[src/design/lcdc_pkg.sv]
// Shared types and constants for the LED channel dimmer controller.
`default_nettype none

package lcdc_pkg;

    localparam int CHANNELS    = 6;
    localparam int MAX_RESULTS = 12;
    localparam int LVL_W       = 8;
    localparam int THR_W       = 12;
    localparam int VAL_W       = 16;
    localparam int FLD_W       = 3;

    localparam int CH_IW   = (CHANNELS > 1) ? $clog2(CHANNELS) : 1;
    localparam int PEND_W  = 2 * CHANNELS;
    localparam int POS_W   = $clog2(PEND_W);
    localparam int CNT_SPAN = (PEND_W > LVL_W) ? PEND_W : LVL_W;
    localparam int CNT_W   = $clog2(CNT_SPAN);
    localparam int DIVK_W  = $clog2(LVL_W);
    localparam int REM_W   = THR_W + LVL_W;
    localparam int EMIT_W  = $clog2(MAX_RESULTS);

    // floor(sum / CHANNELS) as (sum * RECIP) >> RECIP_SH, exact over the sum range
    localparam int SUM_W    = $clog2(CHANNELS * 255 + 1);
    localparam int RECIP_SH = SUM_W + $clog2(CHANNELS);
    localparam int RECIP    = ((2 ** RECIP_SH) + CHANNELS - 1) / CHANNELS;
    localparam int RECIP_W  = RECIP_SH + 1;
    localparam int AVG_PW   = SUM_W + RECIP_W;

    localparam logic [THR_W-1:0] DARK_THR_RST = THR_W'(500);
    localparam logic [LVL_W-1:0] MAX_BRT_RST  = LVL_W'(255);

    localparam logic [FLD_W-1:0] MODE_SET    = 3'd0;
    localparam logic [FLD_W-1:0] MODE_ON     = 3'd1;
    localparam logic [FLD_W-1:0] MODE_OFF    = 3'd2;
    localparam logic [FLD_W-1:0] MODE_TOGGLE = 3'd3;
    localparam logic [FLD_W-1:0] MODE_AUTO   = 3'd4;
    localparam logic [FLD_W-1:0] MODE_QUERY  = 3'd5;

    localparam logic [FLD_W-1:0] TARGET_ALL = 3'd6;

    localparam logic CFG_DARK_THRESHOLD = 1'b0;
    localparam logic CFG_MAX_BRIGHTNESS = 1'b1;

    typedef enum logic [2:0] {
        S_IDLE,
        S_MUL,
        S_DIV,
        S_APPLY,
        S_SUM,
        S_AVG,
        S_EMIT
    } t_state;

    typedef struct packed {
        logic             load;
        logic             mul;
        logic             div;
        logic             apply;
        logic             sum;
        logic             avg;
        logic             emit;
        logic [CNT_W-1:0] cnt;
    } t_cmd;

    typedef struct packed {
        logic slot_free;
        logic pend_none;
        logic cur_set;
        logic final_word;
    } t_stat;

endpackage

`default_nettype wire

[src/design/led_channel_dimmer_controller_unit.sv]
// Top level of the six-channel LED dimmer controller.
//
// Commands enter on the s_axis word channel (mode in tuser; target and
// value in tdata). Each command yields one or more result words on
// m_axis, one per duty write in write order, tlast on the final one; a
// command that writes nothing yields a single word with tuser low.
// Every word of a command carries the target's on flag and level after
// the command; for all channels, any-on and the floor average level.
// One command is processed at a time: tready is high only while idle.
// A command passes through accept, multiply, 8 divide steps (one
// quotient bit each), apply, a summing step per channel, average, then
// at most 12 emission positions (one word when nothing is written).
// Result words sit in an output register; when m_axis_tready is low the
// emission walk holds on the next word and resumes without loss.
// Reset (synchronous, active low) turns all channels off with level 0
// and loads dark_threshold 500 and max_brightness 255. The config port
// writes register i_cfg_addr at any edge with i_cfg_wr_en high.
`default_nettype none

module led_channel_dimmer_controller_unit (
    input  wire logic        i_clk,
    input  wire logic        i_rst_n,
    input  wire logic        s_axis_tvalid,
    output logic             s_axis_tready,
    input  wire logic [23:0] s_axis_tdata,  // target[2:0], value[18:3], zero pad
    input  wire logic [2:0]  s_axis_tuser,  // mode[2:0]
    output logic             m_axis_tvalid,
    input  wire logic        m_axis_tready,
    output logic [23:0]      m_axis_tdata,  // channel[2:0], duty[10:3], target_on[11],
                                            // target_level[19:12], zero pad
    output logic [0:0]       m_axis_tuser,  // write_valid[0]
    output logic             m_axis_tlast,
    input  wire logic        i_cfg_wr_en,
    input  wire logic        i_cfg_addr,
    input  wire logic [11:0] i_cfg_wdata
);
    import lcdc_pkg::*;

    t_cmd             cmd;
    t_stat            stat;
    logic             wv;
    logic [FLD_W-1:0] channel;
    logic [LVL_W-1:0] duty;
    logic             target_on;
    logic [LVL_W-1:0] target_level;

    lcdc_ctrl u_ctrl (
        .i_clk      (i_clk),
        .i_rst_n    (i_rst_n),
        .i_in_valid (s_axis_tvalid),
        .o_in_ready (s_axis_tready),
        .i_stat     (stat),
        .o_cmd      (cmd)
    );

    lcdc_dpath u_dpath (
        .i_clk          (i_clk),
        .i_rst_n        (i_rst_n),
        .i_cmd          (cmd),
        .o_stat         (stat),
        .i_mode         (s_axis_tuser),
        .i_target       (s_axis_tdata[2:0]),
        .i_value        (s_axis_tdata[18:3]),
        .i_cfg_wr_en    (i_cfg_wr_en),
        .i_cfg_addr     (i_cfg_addr),
        .i_cfg_wdata    (i_cfg_wdata),
        .i_out_ready    (m_axis_tready),
        .o_out_valid    (m_axis_tvalid),
        .o_write_valid  (wv),
        .o_channel      (channel),
        .o_duty         (duty),
        .o_target_on    (target_on),
        .o_target_level (target_level),
        .o_last         (m_axis_tlast)
    );

    assign m_axis_tdata = {4'b0000, target_level, target_on, duty, channel};
    assign m_axis_tuser = wv;

endmodule

`default_nettype wire

[src/design/lcdc_ctrl.sv]
// Command sequencer of the LED channel dimmer controller.
`default_nettype none

module lcdc_ctrl (
    input  wire logic          i_clk,
    input  wire logic          i_rst_n,
    input  wire logic          i_in_valid,
    output logic               o_in_ready,
    input  wire lcdc_pkg::t_stat i_stat,
    output lcdc_pkg::t_cmd     o_cmd
);
    import lcdc_pkg::*;

    t_state           r_state, n_state;
    logic [CNT_W-1:0] r_cnt, n_cnt;

    always_ff @(posedge i_clk) begin
        if (!i_rst_n) begin
            r_state <= S_IDLE;
            r_cnt   <= '0;
        end else begin
            r_state <= n_state;
            r_cnt   <= n_cnt;
        end
    end

    always_comb begin
        n_state = r_state;
        n_cnt   = r_cnt;
        unique case (r_state)
            S_IDLE: begin
                n_cnt = '0;
                if (i_in_valid) begin
                    n_state = S_MUL;
                end
            end
            S_MUL: begin
                n_state = S_DIV;
                n_cnt   = '0;
            end
            S_DIV: begin
                if (r_cnt == CNT_W'(LVL_W - 1)) begin
                    n_state = S_APPLY;
                    n_cnt   = '0;
                end else begin
                    n_cnt = r_cnt + 1'b1;
                end
            end
            S_APPLY: begin
                n_state = S_SUM;
                n_cnt   = '0;
            end
            S_SUM: begin
                if (r_cnt == CNT_W'(CHANNELS - 1)) begin
                    n_state = S_AVG;
                    n_cnt   = '0;
                end else begin
                    n_cnt = r_cnt + 1'b1;
                end
            end
            S_AVG: begin
                n_state = S_EMIT;
                n_cnt   = '0;
            end
            S_EMIT: begin
                // skip empty positions, wait for the output slot on set ones
                if (i_stat.pend_none) begin
                    if (i_stat.slot_free) begin
                        n_state = S_IDLE;
                    end
                end else if (i_stat.cur_set) begin
                    if (i_stat.slot_free) begin
                        if (i_stat.final_word) begin
                            n_state = S_IDLE;
                        end else begin
                            n_cnt = r_cnt + 1'b1;
                        end
                    end
                end else begin
                    n_cnt = r_cnt + 1'b1;
                end
            end
            default: begin
                n_state = S_IDLE;
                n_cnt   = '0;
            end
        endcase
    end

    always_comb begin
        o_cmd      = '0;
        o_cmd.cnt  = r_cnt;
        o_in_ready = 1'b0;
        unique case (r_state)
            S_IDLE: begin
                o_in_ready = 1'b1;
                o_cmd.load = i_in_valid;
            end
            S_MUL:   o_cmd.mul   = 1'b1;
            S_DIV:   o_cmd.div   = 1'b1;
            S_APPLY: o_cmd.apply = 1'b1;
            S_SUM:   o_cmd.sum   = 1'b1;
            S_AVG:   o_cmd.avg   = 1'b1;
            S_EMIT: begin
                o_cmd.emit = i_stat.slot_free && (i_stat.pend_none || i_stat.cur_set);
            end
            default: o_cmd = '0;
        endcase
    end

endmodule

`default_nettype wire

[src/design/lcdc_dpath.sv]
// Datapath: channel state, auto level divider, status sum and result register.
`default_nettype none

module lcdc_dpath (
    input  wire logic                       i_clk,
    input  wire logic                       i_rst_n,
    input  wire lcdc_pkg::t_cmd             i_cmd,
    output lcdc_pkg::t_stat                 o_stat,
    input  wire logic [lcdc_pkg::FLD_W-1:0] i_mode,
    input  wire logic [lcdc_pkg::FLD_W-1:0] i_target,
    input  wire logic signed [lcdc_pkg::VAL_W-1:0] i_value,
    input  wire logic                       i_cfg_wr_en,
    input  wire logic                       i_cfg_addr,
    input  wire logic [lcdc_pkg::THR_W-1:0] i_cfg_wdata,
    input  wire logic                       i_out_ready,
    output logic                            o_out_valid,
    output logic                            o_write_valid,
    output logic [lcdc_pkg::FLD_W-1:0]      o_channel,
    output logic [lcdc_pkg::LVL_W-1:0]      o_duty,
    output logic                            o_target_on,
    output logic [lcdc_pkg::LVL_W-1:0]      o_target_level,
    output logic                            o_last
);
    import lcdc_pkg::*;

    logic [FLD_W-1:0]        r_mode;
    logic [FLD_W-1:0]        r_target;
    logic signed [VAL_W-1:0] r_value;
    logic [THR_W-1:0]        r_thr;
    logic [LVL_W-1:0]        r_max;
    logic [LVL_W-1:0]        r_level [CHANNELS];
    logic [CHANNELS-1:0]     r_on;
    logic [REM_W-1:0]        r_rem;
    logic [LVL_W-1:0]        r_q;
    logic [PEND_W-1:0]       r_pend;
    logic                    r_za, r_zb;
    logic [SUM_W-1:0]        r_sum;
    logic                    r_st_on;
    logic [LVL_W-1:0]        r_st_lvl;
    logic [EMIT_W-1:0]       r_nemit;
    logic                    r_out_valid;
    logic                    r_wv;
    logic [FLD_W-1:0]        r_ch;
    logic [LVL_W-1:0]        r_duty;
    logic                    r_ton;
    logic [LVL_W-1:0]        r_tlvl;
    logic                    r_last;

    logic                    is_all, is_ch, any_old, tgt_on;
    logic [CHANNELS-1:0]     hit;
    logic [LVL_W-1:0]        clamp_lvl, auto_lvl, lvl;
    logic [LVL_W-1:0]        n_level [CHANNELS];
    logic [CHANNELS-1:0]     n_on, mask_a, mask_b;
    logic                    za, zb;
    logic [POS_W-1:0]        pos, pos_ch;
    logic                    pass_b;
    logic [CH_IW-1:0]        ch_idx;
    logic [CH_IW+FLD_W-1:0]  ch_ext;
    logic [DIVK_W-1:0]       div_k;
    logic [REM_W-1:0]        thr_sh;
    logic [PEND_W-1:0]       pend_after;
    logic                    final_word;
    logic [AVG_PW-1:0]       avg_prod, avg_sh;
    logic [LVL_W-1:0]        rd_level;
    logic                    emit_zero;

    assign is_all  = (r_target == TARGET_ALL);
    assign is_ch   = !is_all && (32'(r_target) < CHANNELS);
    assign any_old = |r_on;

    always_comb begin
        for (int i = 0; i < CHANNELS; i++) begin
            hit[i] = is_all || (is_ch && (32'(r_target) == i));
        end
    end

    assign tgt_on = |(r_on & hit);

    // clamp a signed request to 0..255
    assign clamp_lvl = r_value[VAL_W-1] ? '0 :
                       (|r_value[VAL_W-2:LVL_W]) ? '1 : r_value[LVL_W-1:0];

    always_comb begin
        if (r_value[VAL_W-1]) begin
            auto_lvl = r_max;
        end else if ($unsigned(r_value) < VAL_W'(r_thr)) begin
            auto_lvl = r_max - r_q;
        end else begin
            auto_lvl = '0;
        end
    end

    assign lvl = (r_mode == MODE_AUTO) ? auto_lvl : clamp_lvl;

    // new channel state and the write plan: pass A, then pass B for auto
    always_comb begin
        mask_a = '0;
        mask_b = '0;
        za     = 1'b0;
        zb     = 1'b0;
        n_on   = r_on;
        for (int i = 0; i < CHANNELS; i++) begin
            n_level[i] = r_level[i];
        end
        unique case (r_mode)
            MODE_SET: begin
                for (int i = 0; i < CHANNELS; i++) begin
                    if (hit[i]) begin
                        n_level[i] = lvl;
                    end
                end
                mask_a = hit & r_on;
            end
            MODE_ON: begin
                n_on   = r_on | hit;
                mask_a = hit;
            end
            MODE_OFF: begin
                n_on   = r_on & ~hit;
                mask_a = hit;
                za     = 1'b1;
            end
            MODE_TOGGLE: begin
                n_on   = tgt_on ? (r_on & ~hit) : (r_on | hit);
                mask_a = hit;
                za     = tgt_on;
            end
            MODE_AUTO: begin
                for (int i = 0; i < CHANNELS; i++) begin
                    n_level[i] = lvl;
                end
                mask_a = r_on;
                if ((lvl != '0) && !any_old) begin
                    n_on   = '1;
                    mask_b = '1;
                end else if ((lvl == '0) && any_old) begin
                    n_on   = '0;
                    mask_b = '1;
                    zb     = 1'b1;
                end
            end
            default: begin
                mask_a = '0;
            end
        endcase
    end

    // position walk: first CHANNELS positions are pass A, the rest pass B
    assign pos    = i_cmd.cnt[POS_W-1:0];
    assign pass_b = (32'(pos) >= CHANNELS);
    assign pos_ch = pass_b ? (pos - POS_W'(CHANNELS)) : pos;
    assign ch_idx = pos_ch[CH_IW-1:0];
    assign ch_ext = (CH_IW + FLD_W)'(ch_idx);
    assign rd_level = r_level[ch_idx];
    assign emit_zero = pass_b ? r_zb : r_za;

    assign div_k  = DIVK_W'(LVL_W - 1) - i_cmd.cnt[DIVK_W-1:0];
    assign thr_sh = REM_W'(r_thr) << div_k;

    assign pend_after = r_pend & ~(PEND_W'(1) << pos);
    assign final_word = (pend_after == '0) || (r_nemit == EMIT_W'(MAX_RESULTS - 1));

    assign avg_prod = AVG_PW'(r_sum) * AVG_PW'(RECIP);
    assign avg_sh   = avg_prod >> RECIP_SH;

    assign o_stat.slot_free  = !r_out_valid || i_out_ready;
    assign o_stat.pend_none  = (r_pend == '0);
    assign o_stat.cur_set    = r_pend[pos];
    assign o_stat.final_word = final_word;

    always_ff @(posedge i_clk) begin
        if (!i_rst_n) begin
            r_thr       <= DARK_THR_RST;
            r_max       <= MAX_BRT_RST;
            r_on        <= '0;
            r_pend      <= '0;
            r_nemit     <= '0;
            r_out_valid <= 1'b0;
            for (int i = 0; i < CHANNELS; i++) begin
                r_level[i] <= '0;
            end
        end else begin
            if (i_cfg_wr_en) begin
                unique case (i_cfg_addr)
                    CFG_DARK_THRESHOLD: r_thr <= i_cfg_wdata;
                    CFG_MAX_BRIGHTNESS: r_max <= i_cfg_wdata[LVL_W-1:0];
                    default:            r_thr <= r_thr;
                endcase
            end
            if (i_cmd.apply) begin
                r_on    <= n_on;
                r_pend  <= {mask_b, mask_a};
                r_nemit <= '0;
                for (int i = 0; i < CHANNELS; i++) begin
                    r_level[i] <= n_level[i];
                end
            end
            if (i_cmd.emit) begin
                r_pend      <= pend_after;
                r_nemit     <= r_nemit + 1'b1;
                r_out_valid <= 1'b1;
            end else if (i_out_ready) begin
                r_out_valid <= 1'b0;
            end
        end
    end

    always_ff @(posedge i_clk) begin
        if (i_cmd.load) begin
            r_mode   <= i_mode;
            r_target <= i_target;
            r_value  <= i_value;
        end
        if (i_cmd.mul) begin
            // product only matters when the reading is below the threshold
            r_rem <= REM_W'(r_value[THR_W-1:0]) * REM_W'(r_max);
            r_q   <= '0;
        end
        if (i_cmd.div) begin
            if (r_rem >= thr_sh) begin
                r_rem       <= r_rem - thr_sh;
                r_q[div_k]  <= 1'b1;
            end
        end
        if (i_cmd.apply) begin
            r_za     <= za;
            r_zb     <= zb;
            r_sum    <= '0;
            r_st_on  <= 1'b0;
            r_st_lvl <= '0;
        end
        if (i_cmd.sum) begin
            r_sum <= r_sum + SUM_W'(rd_level);
            if (is_ch && (32'(r_target) == 32'(pos))) begin
                r_st_on  <= r_on[ch_idx];
                r_st_lvl <= rd_level;
            end
        end
        if (i_cmd.avg && is_all) begin
            r_st_on  <= |r_on;
            r_st_lvl <= avg_sh[LVL_W-1:0];
        end
        if (i_cmd.emit) begin
            // hold the status with the word so the next command cannot disturb it
            r_ton  <= r_st_on;
            r_tlvl <= r_st_lvl;
            if (r_pend == '0) begin
                r_wv   <= 1'b0;
                r_ch   <= '0;
                r_duty <= '0;
                r_last <= 1'b1;
            end else begin
                r_wv   <= 1'b1;
                r_ch   <= ch_ext[FLD_W-1:0];
                r_duty <= emit_zero ? '0 : rd_level;
                r_last <= final_word;
            end
        end
    end

    assign o_out_valid    = r_out_valid;
    assign o_write_valid  = r_wv;
    assign o_channel      = r_ch;
    assign o_duty         = r_duty;
    assign o_target_on    = r_ton;
    assign o_target_level = r_tlvl;
    assign o_last         = r_last;

endmodule

`default_nettype wire

[config.mk]
export PLATFORM = sky130hd
export DESIGN_NAME = led_channel_dimmer_controller_unit
export DESIGN_NICKNAME = d
export VERILOG_FILES = /design/src/design/lcdc_pkg.sv /design/src/design/led_channel_dimmer_controller_unit.sv /design/src/design/lcdc_ctrl.sv /design/src/design/lcdc_dpath.sv
export SDC_FILE = /design/constraint.sdc
export NUM_CORES = 1
export LEC_CHECK = 0
export BUFFER_PORTS_ARGS = -buffer_cell sky130_fd_sc_hd__buf_2
export CORE_ASPECT_RATIO = 0.9
export CORE_MARGIN = 10
export CORE_UTILIZATION = 60
export CTS_CLUSTER_SIZE = 40
export DETAILED_ROUTE_END_ITERATION = 8
export PLACE_DENSITY = 0.78
export SLEW_MARGIN = 15
export SYNTH_ARGS = -nofsm -noshare
export SYNTH_HDL_FRONTEND = slang
export SYNTH_SLANG_ARGS = --single-unit
[constraint.sdc]
create_clock -name i_clk -period 9.5 [get_ports i_clk]
set_input_delay 1.9 -clock i_clk [delete_from_list [all_inputs] [get_ports i_clk]]
set_output_delay 1.9 -clock i_clk [all_outputs]
set_load 0.05 [all_outputs]
==> key figures, run 1 <==
Status
  – Run status: complete, no violations

Route
  – Detailed Route WL: 40,400 um
  – Count of antenna-violating nets left after detailed routing: 0
  – Count of unresolved DRC violations after routing: 0
  – Vias per std cell: 6.09
  – Via count: 13,000
  – DR iter-0 viols: 1,354
  – Number of search-and-repair iterations in the first detailed-routing pass: 6
  – Routed len/inst: 19.0 um

Place
  – Routability congestion estimate from global placement: 0.947
  – Total cell area at the placement stage: 16,600 um2
  – Number of port buffers: 63
  – HPWL Detailed: 30,700 um

Die
  – Floorplan die height: 175 um
  – Top-level port count: 73
  – Die ar.: 33,800 um2
  – Die extent in x: 193 um
  – Starting utilization of the core area: 0.613
  – Rows: 56
  – Area of the core: 26,300 um2

CTS
  – Clock slew at the register clock pins of the worst setup and hold paths: 0.09 ns
  – Clock latency on the worst-skew pair: 0.46 ns
  – Postcts setup bufs: 0
  – Clock tree from TritonCTS: yes
  – Cts bufs inserted: 17
  – CTS sink cnt: 192
  – H-Tree Level Count: 4
  – Count of cells resized by post-cts repair: 0
  – Cell chosen for the clock root: sky130_fd_sc_hd__clkbuf_16
  – Hold-fix buffers, CTS: 0
  – Max Root-Sink Buffers: 2

Run
  – Number of maximum-capacitance constraint violations: 0

Synth
  – Most area-hungry cell type in the Yosys netlist: sky130_fd_sc_hd__edfxtp_1
  – Top post-synthesis cells by area: sky130_fd_sc_hd__edfxtp_1 20%, sky130_fd_sc_hd__ha_1 13%, sky130_fd_sc_hd__fa_1 12%, sky130_fd_sc_hd__dfxtp_1 11%, sky130_fd_sc_hd__inv_1 4.9%
  – Share of the yosys chip area belonging to registers: 0.304
  – Netlist cell types: 76
  – Number of enable flip-flop cells after synthesis: 105
  – Avg Cell Area, Syn: 9.19 um2
  – Fraction of synthesized cell area taken by the top area cell type: 0.196
  – Number of instances in the synthesized netlist: 1,751
  – Seq cells post-synth: 192
  – Most common cell in the netlist: sky130_fd_sc_hd__inv_1
  – Predominant post-synthesis flop cell: sky130_fd_sc_hd__edfxtp_1
  – Netlist area before placement: 16,100 um2
  – Warnings, synthesis: 0
  – Proportion of register bits with asynchronous set or reset after synthesis: 0
  – Synth top cells by count: 212 x sky130_fd_sc_hd__inv_1, 161 x sky130_fd_sc_hd__ha_1, 142 x sky130_fd_sc_hd__nand2_1, 139 x sky130_fd_sc_hd__nor2_1, 105 x sky130_fd_sc_hd__edfxtp_1

Pwr
  – Power after layout: 4640 uW
  – Int Pwr: 2500 uW
  – Part of the total power dissipated in sequential elements: 0.228
  – Part of the power in the clock network: 0.168
  – Power per Cell Area: 269 nW/um2
  – Switching power share of the total: 0.460
  – Leak pwr: 0.00777 uW
  – Worst IR drop on VDD: 0.216 mV
  – Switching power: 2130 uW
  – Gate power share: 0.604

Global route
  – First-pass GRT wire length: 66,000 um
  – Global-route usage over all layers: 0.241
  – Number of global-route vias before repair: 12,700
  – Gr ovfl total: 0
  – Largest net degree at the start of global routing: 56
  – Initial antenna violation count: 0

Timing
  – Final Skew: 0.0208 ns
  – Tightest Pin Transition: 1.05 ns
  – Max_slew headroom: 0.301
  – Post-Route Setup TNS: 0 ns
  – Final count of hold timing violations: 0
  – Max-slew violation count: 0
  – Final setup viols: 0
  – Hold_ws: 0.434 ns
  – Setup repair after global routing missed its margin: no
  – Fin crit share: 0.695
  – Minimum period implied by the final worst setup slack: 6.61 ns
  – Highest attainable clock frequency: 151 MHz

Setup path
  – CP startpoint kind: flop
  – Cell-by-cell trace of the critical path: nand3_2 -> nand2_1 -> inv_1 -> ha_1 -> nor2b_1 -> o41a_1 -> o21ai_2 -> buf_4 -> mux2_2 -> mux4_2 -> ha_1 -> nor2b_1 -> o21ai_0 -> a21boi_0 -> o21ai_0 -> a21boi_0 -> o21ai_0 -> mux2i_1 -> o311ai_0
  – Required time at the worst-slack endpoint: 9.68 ns
  – Data arrival time of the worst path: 6.78 ns
  – Crit path kind: flop to flop
  – Critical path's largest stage delay: 0.74 ns
  – Maximum fanout along the worst path: 25
  – Critical-path cell with the highest stage delay: sky130_fd_sc_hd__dfxtp_1
  – Critical Path Sink Type: flop
  – Cell with the most instances on the worst path: sky130_fd_sc_hd__o21ai_0

Final layout
  – Count of inserted antenna diode cells: 0
  – Area of all placed cells without fillers: 17,200 um2
  – Fraction of final layout cells with drive strength greater than 1: 0.0802
  – Number of nets in the layout: 2,071
  – Synthesis-to-finish area growth: 6.96%

Hold path
  – Min-Delay Path Class: flop to flop
[flip-flops by register name, summed over array words and instances, names as in the netlist, 4 cells and up]
name	flops
u_dpath.r_sum	11
u_dpath.r_st_lvl	8
u_dpath.r_nemit	4
u_dpath.r_rem	20
u_dpath.r_level	48
u_dpath.r_q	8
u_dpath.o_target_level	8
u_dpath.o_duty	8
u_dpath.r_max	8
u_dpath.r_on	6
u_ctrl.r_cnt	4
u_dpath.r_value	16
u_dpath.r_pend	12
u_dpath.r_thr	12
[through the flow]
step                      setup slack, ns   util  std cells
final                                2.89  0.655       2131
after global routing                 2.46  0.655       2131
after CTS                            2.99  0.655       2131
after detailed placement             3.05  0.631       2099
after global placement               3.19  0.631       2099
after floorplan                      4.39      -       1754
[kinds of logic after synthesis]
family	after synthesis	share of synthesized area
flip-flops	192	0.304
other	1	0.000233
XOR/XNOR	44	0.0239
buffers and inverters	293	0.0737
AO/OA/AOI/OAI	373	0.150
adder cells (fa/ha/maj)	256	0.243
AND/OR/NAND/NOR	535	0.162
multiplexers	57	0.0425
[cells in the final DEF (no fill, tap or decap), types with 7 or more instances in the layout]
cell / netlist / final
sky130_fd_sc_hd__a211oi_1: 23 / 23
sky130_fd_sc_hd__a21boi_0: 11 / 11
sky130_fd_sc_hd__a21o_1: 22 / 22
sky130_fd_sc_hd__a21oi_1: 96 / 95
sky130_fd_sc_hd__a221oi_1: 12 / 12
sky130_fd_sc_hd__a22oi_1: 8 / 8
sky130_fd_sc_hd__a31oi_1: 12 / 12
sky130_fd_sc_hd__and2_1: 88 / 87
sky130_fd_sc_hd__and3_1: 22 / 22
sky130_fd_sc_hd__buf_2: 11 / 63
sky130_fd_sc_hd__buf_4: 7 / 11
sky130_fd_sc_hd__clkbuf_16: 0 / 17
sky130_fd_sc_hd__dfxtp_1: 87 / 87
sky130_fd_sc_hd__edfxtp_1: 105 / 105
sky130_fd_sc_hd__fa_1: 95 / 95
sky130_fd_sc_hd__ha_1: 161 / 161
sky130_fd_sc_hd__inv_1: 212 / 212
sky130_fd_sc_hd__mux2_2: 11 / 11
sky130_fd_sc_hd__mux2i_1: 38 / 38
sky130_fd_sc_hd__mux4_2: 8 / 8
sky130_fd_sc_hd__nand2_1: 142 / 142
sky130_fd_sc_hd__nand2b_1: 19 / 19
sky130_fd_sc_hd__nand3_1: 28 / 28
sky130_fd_sc_hd__nand4_1: 10 / 10
sky130_fd_sc_hd__nor2_1: 139 / 139
sky130_fd_sc_hd__nor2b_1: 22 / 22
sky130_fd_sc_hd__nor3_1: 27 / 27
sky130_fd_sc_hd__o211ai_1: 16 / 16
sky130_fd_sc_hd__o21a_1: 11 / 11
sky130_fd_sc_hd__o21ai_0: 84 / 84
sky130_fd_sc_hd__o21bai_1: 7 / 7
sky130_fd_sc_hd__o22ai_1: 7 / 7
sky130_fd_sc_hd__or3_1: 10 / 10
sky130_fd_sc_hd__xnor2_1: 27 / 27
sky130_fd_sc_hd__xor2_1: 17 / 17
[final timing paths]
path	startpoint	to	slack [ns]	cells past startpoint
worst min-delay path	u_dpath.r_st_lvl[0]$_DFF_P_	u_dpath.o_target_level[0]$_DFFE_PP_	0.43	0
worst min register to register	u_dpath.r_st_lvl[0]$_DFF_P_	u_dpath.o_target_level[0]$_DFFE_PP_	0.43	0
worst max-delay path	u_ctrl.r_state[0]$_SDFFE_PN0P_	u_dpath.r_sum[10]$_SDFFCE_PN0P_	2.89	19
worst max register to register	u_ctrl.r_state[0]$_SDFFE_PN0P_	u_dpath.r_sum[10]$_SDFFCE_PN0P_	2.89	19
[power by group through the flow]
stage	Sequential [uW]	Combinational, uW	Clock [uW]
after floorplan	1030	2140	0
after global placement	1070	2650	0
after detailed placement	1070	2730	0
after CTS	1060	2760	782
after global routing	1070	3150	816
final	1060	2800	777
[routing by layer]
layer,vias up,wire length [um],track usage
li1,6097,-,-
met1,6311,18000,0.341
met2,524,18500,0.375
met3,45,3310,0.0430
met4,0,586,0.0555
met5,-,0,0
[area by class of cell]
type,count,area (um2)
clock buffer,17,425
tap,348,435
timing repair buffer,74,398
inverter,216,811
sequential,192,4890
fill,2118,9050
clock inverter,15,220
multi-input combinational,1269,10000
[worst max-delay path: cells and delay by family (launching register included)]
family / cells / cell delay, ns
mux: 3 / 1.15
buf+inv: 2 / 0.54
fa+ha+maj: 2 / 0.67
flops: 1 / 0.74
compound gates: 8 / 1.64
simple gates: 4 / 1.59
No activity file was read; power rests on OpenSTA's default activity.
==> run 2, diff against run 1 <==
Settings changed: ABC_AREA set to 1, CORE_UTILIZATION 60 to 58, PLACE_DENSITY 0.78 to 0.79.
Clock period 9.5 ns to 5.94 ns, I/O delays scaled along.
==> key figures, run 2 <==
Route
  – Routed len/inst: 16.4 um
  – DR iter-0 viols: 1,498
  – Detailed Route WL: 43,300 um
  – Number of search-and-repair iterations in the first detailed-routing pass: 5
  – Vias per std cell: 5.68
  – Via count: 15,000
  – Count of unresolved DRC violations after routing: 0
  – Count of antenna-violating nets left after detailed routing: 0

Setup path
  – Beginning of the worst register-to-register path: u_ctrl.r_state[2]$_SDFFE_PN0P_
  – Crit path kind: flop to flop
  – CP startpoint kind: flop
  – Critical-path cell with the highest stage delay: sky130_fd_sc_hd__dfxtp_1
  – Register-to-Register Path Depth: 25
  – Cell with the most instances on the worst path: sky130_fd_sc_hd__nand2_1
  – Buffers and inverters on the worst path: 2
  – Data arrival time of the worst path: 5.35 ns
  – Crit-path leading delay family: simple AND/OR/NAND/NOR gates
  – Number of cells on the critical path: 25
  – Critical Path Sink Type: flop
  – Reg-to-reg endpoint: u_dpath.r_sum[10]$_SDFFCE_PN0P_
  – Maximum fanout along the worst path: 18
  – Worst Setup EP: u_dpath.r_sum[10]$_SDFFCE_PN0P_
  – R2r setup slk: 0.76 ns
  – Required time at the worst-slack endpoint: 6.12 ns
  – Critical path's largest stage delay: 0.58 ns
  – Worst setup startpoint: u_ctrl.r_state[2]$_SDFFE_PN0P_

Final layout
  – Filler Cell Count: 2,508
  – Share of the core filled with cells: 0.626
  – Highest-count cells in the layout ignoring fill and taps: 559 x sky130_fd_sc_hd__nand2_1, 384 x sky130_fd_sc_hd__inv_1, 176 x sky130_fd_sc_hd__nor2_1
  – Synthesis-to-finish area growth: 7.00%
  – Number of nets in the layout: 2,560
  – Count of inserted antenna diode cells: 0
  – Largest Register: u_dpath.r_level
  – Most frequent standard cell in the layout excluding fill and tap cells: sky130_fd_sc_hd__nand2_1
  – Max FFs per register: 48
  – Final standard cell count with taps included and fillers excluded: 2,638
  – Area of all placed cells without fillers: 18,000 um2
  – Leading registers by flop count: u_dpath.r_level x48, u_dpath.r_rem x20, u_dpath.r_value x16
  – Fraction of final layout cells with drive strength greater than 1: 0.0669

Timing
  – Final count of hold timing violations: 0
  – Final Skew: 0.0200 ns
  – Tightest Pin Transition: 0.959 ns
  – Minimum period implied by the final worst setup slack: 5.18 ns
  – Final setup viols: 0
  – Max_slew headroom: 0.360
  – Highest attainable clock frequency: 193 MHz
  – Post-Route Setup TNS: 0 ns
  – Max-slew violation count: 0
  – Fin crit share: 0.871
  – Setup repair after global routing missed its margin: no
  – Minimum setup slack in the final design: 0.764 ns

Synth
  – Predominant post-synthesis flop cell: sky130_fd_sc_hd__edfxtp_1
  – Netlist cell types: 57
  – Most common cell in the netlist: sky130_fd_sc_hd__nand2_1
  – Top post-synthesis cells by area: sky130_fd_sc_hd__edfxtp_1 19%, sky130_fd_sc_hd__nand2_1 12%, sky130_fd_sc_hd__ha_1 12%, sky130_fd_sc_hd__fa_1 11%, sky130_fd_sc_hd__dfxtp_1 10%
  – Number of enable flip-flop cells after synthesis: 105
  – Most area-hungry cell type in the Yosys netlist: sky130_fd_sc_hd__edfxtp_1
  – Proportion of register bits with asynchronous set or reset after synthesis: 0
  – Netlist area before placement: 16,800 um2
  – Share of the yosys chip area belonging to registers: 0.291
  – Fraction of synthesized cell area taken by the top area cell type: 0.188
  – Seq cells post-synth: 192
  – Synth top cells by count: 559 x sky130_fd_sc_hd__nand2_1, 384 x sky130_fd_sc_hd__inv_1, 176 x sky130_fd_sc_hd__nor2_1, 161 x sky130_fd_sc_hd__ha_1, 152 x sky130_fd_sc_hd__o21ai_0
  – Warnings, synthesis: 0
  – Avg Cell Area, Syn: 7.52 um2
  – Number of instances in the synthesized netlist: 2,235

Global route
  – Gr ovfl total: 0
  – First-pass GRT wire length: 70,800 um
  – Global-route usage over all layers: 0.240
  – Largest net degree at the start of global routing: 35
  – Initial antenna violation count: 0
  – Number of global-route vias before repair: 14,100

CTS
  – CTS sink cnt: 192
  – Max Root-Sink Buffers: 2
  – Cts bufs inserted: 17
  – Clock tree from TritonCTS: yes
  – Hold-fix buffers, CTS: 0
  – Cell chosen for the clock root: sky130_fd_sc_hd__clkbuf_16
  – Postcts setup bufs: 0
  – Count of cells resized by post-cts repair: 0
  – H-Tree Level Count: 4
  – Clock slew at the register clock pins of the worst setup and hold paths: 0.08 ns
  – Clock latency on the worst-skew pair: 0.45 ns

Pwr
  – Leak pwr: 0.00904 uW
  – Power per Cell Area: 404 nW/um2
  – Worst IR drop on VDD: 0.486 mV

Die
  – Starting utilization of the core area: 0.585
  – Rows: 59
  – Die extent in x: 199 um
  – Die ar.: 36,200 um2
  – Top-level port count: 73
  – Area of the core: 28,700 um2
  – Floorplan die height: 182 um

Place
  – Routability congestion estimate from global placement: 0.918
  – Worst Setup Slack post-DPL: 0.910 ns
  – Dpl cells: 2,606
  – Total cell area at the placement stage: 17,300 um2
  – Number of port buffers: 63
  – HPWL Detailed: 33,300 um

Hold path
  – Min-Delay Path Class: flop to flop
  – Worst hold stages: 0

Run
  – Number of maximum-capacitance constraint violations: 0

Status
  – Run status: complete, no violations
[run 2: report_power, final]
group / total (uW) / switching (uW) / internal, uW
clock: 1240 / 613 / 623
sequential: 1660 / 132 / 1530
combinational: 4360 / 2780 / 1580
[run 2: worst register-to-register path: stages, from the launching register on]
cell                      delay [ns]
sky130_fd_sc_hd__dfxtp_1        0.58
sky130_fd_sc_hd__nand3_4        0.32
sky130_fd_sc_hd__nand2_2        0.39
sky130_fd_sc_hd__inv_2          0.25
sky130_fd_sc_hd__ha_1           0.26
sky130_fd_sc_hd__nand2_1        0.09
sky130_fd_sc_hd__nand2_2        0.08
sky130_fd_sc_hd__nand2_1        0.31
sky130_fd_sc_hd__nand2_1        0.38
sky130_fd_sc_hd__nand3_1        0.18
sky130_fd_sc_hd__nand3_1        0.13
sky130_fd_sc_hd__o21ai_2        0.13
sky130_fd_sc_hd__ha_1           0.20
sky130_fd_sc_hd__inv_1          0.06
sky130_fd_sc_hd__fa_1           0.40
sky130_fd_sc_hd__nor2_1         0.17
sky130_fd_sc_hd__nand2_1        0.07
sky130_fd_sc_hd__nand2_1        0.11
sky130_fd_sc_hd__a21oi_1        0.08
sky130_fd_sc_hd__nor2_1         0.10
sky130_fd_sc_hd__nor2_1         0.07
sky130_fd_sc_hd__o21ai_0        0.16
sky130_fd_sc_hd__nand2_1        0.08
sky130_fd_sc_hd__nand2_1        0.12
sky130_fd_sc_hd__and3_1         0.16
sky130_fd_sc_hd__nor3_1         0.04
[run 2: layer usage]
| metal | global-route usage | share of wire |
|---|---|---|
| met2 | 0.369 | 0.44 |
| met4 | 0.0729 | 0.022 |
| met3 | 0.0329 | 0.090 |
| met1 | 0.344 | 0.45 |
| met5 | 0 | 0 |
[run 2: metrics by stage]
step	total power, uW	hold WS [ns]
global route	7910	0.458
detailed placement	5920	0.418
floorplan	4870	0.409
global placement	5780	0.418
CTS	7170	0.439
finish	7260	0.441
[run 2: cells by family (layout without fill, tap and decap cells)]
| family | count (synthesis) | in the layout | share of synthesized area |
|---|---|---|---|
| other | 1 | 4 | 0.000223 |
| and+or+nand+nor | 928 | 928 | 0.232 |
| adders and majority gates | 256 | 256 | 0.233 |
| xor gates and xnor gates | 32 | 32 | 0.0167 |
| buffers and inverters | 463 | 497 | 0.107 |
| AOI/OAI and AO/OA | 361 | 361 | 0.119 |
| muxes | 2 | 2 | 0.00119 |
| DFF | 192 | 192 | 0.291 |
[run 2: how the worst min path moves through the flow]
stage	endpoint	from	slack, ns
CTS	u_dpath.o_target_level[2]$_DFFE_PP_	u_dpath.r_st_lvl[2]$_DFF_P_	0.44
finish	u_dpath.o_target_level[2]$_DFFE_PP_	u_dpath.r_st_lvl[2]$_DFF_P_	0.44
detailed placement	u_dpath.o_target_level[1]$_DFFE_PP_	u_dpath.r_st_lvl[1]$_DFF_P_	0.42
global route	u_dpath.o_target_level[1]$_DFFE_PP_	u_dpath.r_st_lvl[1]$_DFF_P_	0.46
global placement	u_dpath.o_target_level[6]$_DFFE_PP_	u_dpath.r_st_lvl[6]$_DFF_P_	0.42
floorplan	u_dpath.o_target_level[0]$_DFFE_PP_	u_dpath.r_st_lvl[0]$_DFF_P_	0.41
[run 2: layout make-up]
cell class,instances,area (um2),share of cell area
Multi-Input combinational cell,1583,10100,0.563
Sequential cell,192,4890,0.272
Inverter,393,1480,0.0820
Tap cell,366,458,0.0255
Clock buffer,17,425,0.0237
Timing Repair Buffer,72,383,0.0213
Clock inverter,15,221,0.0123
